File: src/rtl/bhpq_pkg.sv
`timescale 1ns / 1ps
// ----------------------------------------------------------------------------
// Binary heap priority queue package
// Shared codes and the sequencer state type for the heap unit.
// ----------------------------------------------------------------------------
package bhpq_pkg;

	localparam int STATUS_W = 2;

	localparam logic [STATUS_W-1:0] STATUS_OK    = 2'd0;
	localparam logic [STATUS_W-1:0] STATUS_FULL  = 2'd1;
	localparam logic [STATUS_W-1:0] STATUS_EMPTY = 2'd2;

	localparam logic OP_INSERT = 1'b0;
	localparam logic OP_REMOVE = 1'b1;

	localparam logic ORDER_LARGEST_FIRST  = 1'b0;
	localparam logic ORDER_SMALLEST_FIRST = 1'b1;

	typedef enum logic [3:0] {
		S_IDLE,
		S_INS_RD,
		S_INS_CMP,
		S_INS_PUT,
		S_REM_RD,
		S_REM_TOP,
		S_SIFT_RD,
		S_SIFT_SEL,
		S_SIFT_CMP,
		S_SIFT_PUT,
		S_RESP
	} bhpq_state_t;

endpackage

File: src/rtl/bhpq_yield.sv
`timescale 1ns / 1ps
// ----------------------------------------------------------------------------
// Heap key comparator
// Shared ordering test: true when key a gives way to key b.
// ----------------------------------------------------------------------------
module bhpq_yield
	import bhpq_pkg::*;
#(
	parameter int KEY_WIDTH = 32
) (
	input  logic                 order,
	input  logic [KEY_WIDTH-1:0] key_a,
	input  logic [KEY_WIDTH-1:0] key_b,
	output logic                 yield
);

	// largest-first lets equal keys swap
	always_comb begin
		if (order == ORDER_LARGEST_FIRST) begin
			yield = (key_a <= key_b);
		end else begin
			yield = (key_a > key_b);
		end
	end

endmodule

File: config.mk
export PLATFORM = sky130hd
export DESIGN_NAME = bhpq_yield
export DESIGN_NICKNAME = d
export VERILOG_FILES = /design/src/rtl/bhpq_pkg.sv /design/src/rtl/bhpq_yield.sv
export SDC_FILE = /design/constraint.sdc
export NUM_CORES = 1
export LEC_CHECK = 0
export BUFFER_PORTS_ARGS = -buffer_cell sky130_fd_sc_hd__buf_2
export CAP_MARGIN = 20
export CELL_PAD_IN_SITES_DETAIL_PLACEMENT = 0
export CELL_PAD_IN_SITES_GLOBAL_PLACEMENT = 1
export CORE_MARGIN = 5
export CORE_UTILIZATION = 30
export DETAILED_ROUTE_END_ITERATION = 7
export PLACE_DENSITY = 0.93
export SYNTH_ARGS = -nofsm -noshare
export SYNTH_HDL_FRONTEND = slang
export SYNTH_SLANG_ARGS = --single-unit
export TNS_END_PERCENT = 1
File: constraint.sdc
create_clock -name vclk -period 4.4
set_input_delay 0.22 -clock vclk [all_inputs]
set_output_delay 0.22 -clock vclk [all_outputs]
set_load 0.01 [all_outputs]
Word level (Yosys, flattened, before mapping):

Index checks and enable logic that the tools add are counted.
W data, S select, Z words.

* word-level logic and storage cells: 3
* bits in registers: 0
* output and inout bits: 1
* input bits: 65

* order comparisons: 2
* multiplexer cells: 1

Operator list (number)
* $gt A32 B32 Y1: 1
* $le A32 B32 Y1: 1
* $mux W1: 1

Logic depth before layout (Yosys ltp):

Gate-level depths: netlist of the first run.

* word-level depth: 2
* gate-level depth with buffers: 8
* gate-level depth less buffers: 8

Least setup slack after synthesis of the first run:

Ideal clock, no wire load.

* kind: input port to output port
* start point: in key_b[14]
* end point: out yield
* stages on the path: 8
* required time: 4.180 ns
* arrival time: 1.627 ns
* path buffers: 0
* slack: 2.553 ns
* cells stage by stage: inv_1 ha_1 a21oi_2 nand2_1 a221o_1 o31ai_1 a22oi_1 xnor2_1

* word-level cells in the longest chain between the ends: 2
* elaborated cells on any way between the ends: 3
* those cells by class: 2 x order compare; 1 x mux

Ends and longest elaborated chain
* start: declaration: RTL line bhpq_yield.sv:13 `input logic [KEY_WIDTH-1:0] key_b,`
* $le A32 B32 Y1 / $gt A32 B32 Y1 (equally long branches): RTL line bhpq_yield.sv:20, bhpq_yield.sv:22
* $mux W1 *: RTL line bhpq_yield.sv:19 `if (order == ORDER_LARGEST_FIRST) begin`
* end: declaration: RTL line bhpq_yield.sv:14 `output logic yield`

Every way passes the cells marked *; elsewhere a longest branch is shown, timed or not.

Worst setup path after layout of the first run:

Ends and elaborated chain as after synthesis.

==> flow_metrics.env, run 1 <==
export IMPL_outcome="completed"
export IMPL_die_width_um=63.3
export IMPL_synthCells=114
export IMPL_final_area_um2=1220
export IMPL_cts_hold_buf=0
export IMPL_power_density_nw_per_um2=80.3
export IMPL_area_growth_pct=43.4
export IMPL_start_kind="input port"
export IMPL_yosys_warnings=0
export IMPL_post_cts_resized=0
export IMPL_tightest_slew_ps=453
export IMPL_dpl_cell_area_um2=1220
export IMPL_hpwl_um=2020
export IMPL_wire_per_inst_um=9.77
export IMPL_syn_area_per_cell_um2=7.46
export IMPL_grt_start_max_net_pins=6
export IMPL_syn_nets=211
export IMPL_vias=967
export IMPL_holdCritPathClass="input port to output port"
export IMPL_fin_crit_sh=0.471
export IMPL_p_leak_nw=0.776
export IMPL_crit_path_end_kind="output port"
export IMPL_start_util=0.311
export IMPL_grt_antenna_before_repair=0
export IMPL_place_gp_congestion=0.738
export IMPL_drt_vias_per_instance=4.58
export IMPL_first_pass_iters=2
export IMPL_n_sequential_cell=0
export IMPL_setup_viol=0
export IMPL_hold_viol_final=0
export IMPL_grt_pass1_wl_um=3620
export IMPL_dr_wl_met3_um=189
export IMPL_synth_top_area_share=0.471
export IMPL_tns_ps=0
export IMPL_clkbuf_count=0
export IMPL_relSlewSlack=0.691
export IMPL_die_y_um=63.3
export IMPL_drt_wl_total_um=2060
export IMPL_topRoutingLayerUsed="met3"
export IMPL_fmax_mhz=483
export IMPL_grt_usage=0.101
export IMPL_syn_cell_area_um2=851
export IMPL_ys_seq_area_frac=0
export IMPL_arrival_ps=1850
export IMPL_register_area_um2=0
export IMPL_required_ps=4180
export IMPL_wl_met1_um=936
export IMPL_globalRoute_totalOverflow=0
export IMPL_grt_pass1_vias=920
export IMPL_coreArea_um2=2730
export IMPL_nFillCells=296
export IMPL_critPathLaunch="key_b[14]"
export IMPL_layout_commonest_cell="buf_2"
export IMPL_numPortBuffers=66
export IMPL_cap_violations=0
export IMPL_dieArea_um2=4000
export IMPL_synth_distinct_cells=25
export IMPL_drc=0
export IMPL_layout_common_cells="buf_2 (66), inv_1 (32), ha_1 (32), a21oi_1 (12), nand4_1 (6)"
export IMPL_report_final_slew_viol_count=0
export IMPL_worstSetupPathType="input port to output port"
export IMPL_layout_nets=279
export IMPL_postCtsSetupBuffers=0
export IMPL_peakVddDrop_v=0.0000393
export IMPL_ant_nets=0
export IMPL_rsz0062_at_grt="false"
export IMPL_route_met2_wl_um=936
export IMPL_ios=66
export IMPL_min_period_ps=2070
export IMPL_critPathMaxFanout=4
export IMPL_drt_initial_drc_count=10
export IMPL_drive_gt1_frac=0.394
export IMPL_core_rowCount=19
export IMPL_yosysTopAreaCell="ha_1"
export IMPL_yosys_top_cells_area="ha_1 (47%), inv_1 (14%), a21oi_1 (7.1%)"
export IMPL_diodes=0
export IMPL_crit_path_end="yield"
-- critical path: stages --
cell and delay, ps:
buf_2 80, inv_1 30, ha_1 310, nand4_1 160
a2111oi_0 470, o31ai_1 120, a22oi_1 190, xnor2_1 140
buf_2 140
-- synth_stat cells --
library cell,count
nor3_2,1
o211ai_1,1
o21ai_0,3
nand4_2,1
a21o_1,1
a21oi_1,12
nand2_1,4
a2111oi_0,1
nand3_1,2
and3_1,1
o21ai_1,1
nor2_1,4
nor4_4,1
o31ai_1,1
nor2b_1,2
a311oi_1,1
nand4_1,6
xnor2_1,1
a22oi_1,2
ha_1,32
a21oi_2,1
a221o_1,1
nand4_4,1
nor4_1,1
inv_1,32
-- kinds of logic after synthesis --
group | Yosys count | synth area share
buffers and inverters | 32 | 0.141
adder cells (fa/ha/maj) | 32 | 0.471
XOR/XNOR | 1 | 0.0103
AND/OR/NAND/NOR | 24 | 0.197
AO/OA/AOI/OAI | 25 | 0.181
-- through the flow --
| step | utilization | setup slack (ps) | total power, mW | hold WS, ps | std cells |
|---|---|---|---|---|---|
| floorplan | - | 2550 | 0.0583 | 528 | 114 |
| global placement | 0.446 | 2350 | 0.0981 | 710 | 211 |
| detailed placement | 0.446 | 2300 | 0.0994 | 715 | 211 |
| CTS | 0.446 | 2290 | 0.0999 | 715 | 211 |
| global route | 0.446 | 2170 | 0.115 | 734 | 211 |
| finish | 0.446 | 2330 | 0.0979 | 711 | 211 |
-- how the worst min path moves through the flow --
stage                     start  endpoint  slack (ps)  depth (start not counted)
final                     order     yield         710                          3
after global routing      order     yield         730                          3
after CTS                 order     yield         720                          3
after detailed placement  order     yield         710                          3
after global placement    order     yield         710                          3
after floorplan           order     yield         530                          1
-- cell type report --
| cell class | instances | area (um2) | area share |
|---|---|---|---|
| inverters | 32 | 120 | 0.0985 |
| multi-input cells | 82 | 731 | 0.599 |
| well taps | 31 | 38.8 | 0.0318 |
| repair buffers | 66 | 330 | 0.271 |
-- layer usage --
layer	GRT usage	vias up
li1	-	534
met2	0.185	30
met3	0.0160	0
met1	0.130	403
met5	0	-
met4	0	0
-- power breakdown --
part / total, mW / switching [mW] / leakage (nW) / internal (mW)
Combinational: 0.0979 / 0.0458 / 0.776 / 0.0522
Clock: 0 / 0 / 0 / 0
Sequential: 0 / 0 / 0 / 0
Power figures use the tool's default switching activity.
==> run 2, diff against run 1 <==
Settings changed: CORE_UTILIZATION 30 to 25, PLACE_DENSITY 0.93 to 0.83.
Clock period 4.4 ns to 1.86 ns, I/O delays scaled along.
==> flow_metrics.env, run 2 (synthesized netlist as in run 1, its figures left out) <==
export IMPL_outcome="completed"
export IMPL_drt_wl_total_um=2230
export IMPL_grt_pass1_vias=867
export IMPL_layout_commonest_cell="buf_2"
export IMPL_core_rowCount=21
export IMPL_fmax_mhz=552
export IMPL_relSlewSlack=0.789
export IMPL_drt_initial_drc_count=8
export IMPL_start_util=0.257
export IMPL_drc=0
export IMPL_report_final_slew_viol_count=0
export IMPL_diodes=0
export IMPL_setup_viol=0
export IMPL_grt_antenna_before_repair=0
export IMPL_n_sequential_cell=0
export IMPL_power_total_mw=0.261
export IMPL_seqPwrFrac=0
export IMPL_tightest_slew_ps=315
export IMPL_crit_path_max_incr_delay_ps=320
export IMPL_hold_end="yield"
export IMPL_layout_common_cells="buf_2 (64), inv_1 (31), ha_1 (28), a21oi_1 (10), nand4_1 (6)"
export IMPL_cts_hold_buf=0
export IMPL_drt_vias_per_instance=4.37
export IMPL_post_cts_resized=0
export IMPL_place_gp_congestion=0.699
export IMPL_crit_path_end_kind="output port"
export IMPL_globalRoute_totalOverflow=0
export IMPL_vias=992
export IMPL_p_leak_nw=0.786
export IMPL_min_from="order"
export IMPL_critPathMaxFanout=3
export IMPL_hold_depth=3
export IMPL_fin_crit_sh=0.974
export IMPL_wire_per_inst_um=9.83
export IMPL_area_growth_pct=56.9
export IMPL_die_width_um=68.3
export IMPL_drive_gt1_frac=0.453
export IMPL_holdCritPathClass="input port to output port"
export IMPL_clkbuf_count=0
export IMPL_grt_usage=0.0819
export IMPL_coreArea_um2=3310
export IMPL_worstSetupPathType="input port to output port"
export IMPL_whs_ps=444
export IMPL_die_y_um=68.3
export IMPL_ios=66
export IMPL_dieArea_um2=4670
export IMPL_min_period_ps=1810
export IMPL_crit_path_cell_trace="buf_2 -> ha_1 -> nand4_1 -> nor2_1 -> a221o_1 -> o31ai_2 -> a22oi_1 -> xnor2_1 -> buf_2"
export IMPL_register_area_um2=0
export IMPL_first_pass_iters=4
export IMPL_arrival_ps=1720
export IMPL_rsz0062_at_grt="true"
export IMPL_hold_viol_final=0
export IMPL_layout_nets=280
export IMPL_ant_nets=0
export IMPL_comb_power_share=1.000
export IMPL_power_density_nw_per_um2=196
export IMPL_p_int_mw=0.140
export IMPL_hpwl_um=1980
export IMPL_postCtsSetupBuffers=0
export IMPL_required_ps=1770
export IMPL_p_sw_frac=0.464
export IMPL_numPortBuffers=66
export IMPL_p_sw_mw=0.121
export IMPL_grt_start_max_net_pins=6
export IMPL_cap_violations=0
export IMPL_peakVddDrop_v=0.0000757
export IMPL_start_kind="input port"
export IMPL_slowest_stage="a221o_1"
export IMPL_grt_pass1_wl_um=3180
export IMPL_clockPowerShare=0
export IMPL_cpMostUsedCell="buf_2"
-- run 2: changes by cell type in the layout (fill, tap and decap cells not counted), sizes merged --
cell  delta
buf      +1
-- run 2: metrics by stage --
stage	worst slack (ps)	setup TNS (ps)	instance area (um2)	instances	utilization
after detailed placement	61.1	0	1250	227	0.376
after CTS	60.8	0	1250	227	0.376
after global routing	-106	-106	1340	227	0.403
after floorplan	267	0	851	114	-
final	48.2	0	1340	227	0.403
after global placement	80.4	0	1250	227	0.376
-- run 2: cell type report --
cell class                 count  area [um2]
tap                           46        57.6
multi-input combinational     82         807
inverter                      32         120
timing repair buffer          67         350
fill                         376        1980
-- run 2: routing by layer --
layer,up-vias,GRT usage,share of wire
met1,423,0.109,0.43
li1,536,-,-
met5,-,0,0
met4,0,0,0
met2,33,0.150,0.49
met3,0,0.00657,0.082
-- run 2: worst max-delay path by stage --
stage	from	to	depth (start not counted)
finish	key_a[9]	yield	9
global placement	key_a[1]	yield	9
global route	key_a[15]	yield	9
floorplan	key_b[14]	yield	8
CTS	key_a[14]	yield	9
detailed placement	key_a[14]	yield	9
-- run 2: power by group through the flow --
stage               Sequential, mW  Combinational [mW]  Clock (mW)
global placement                 0               0.236           0
floorplan                        0               0.138           0
CTS                              0               0.240           0
global route                     0               0.302           0
detailed placement               0               0.238           0
finish                           0               0.261           0
-- run 2: worst max-delay path, delay by kind of cell --
kind            cells  cell delay (ps)
buf+inv             2              240
fa+ha+maj           1              290
simple gates        2              260
xor+xnor            1              160
compound gates      3              670
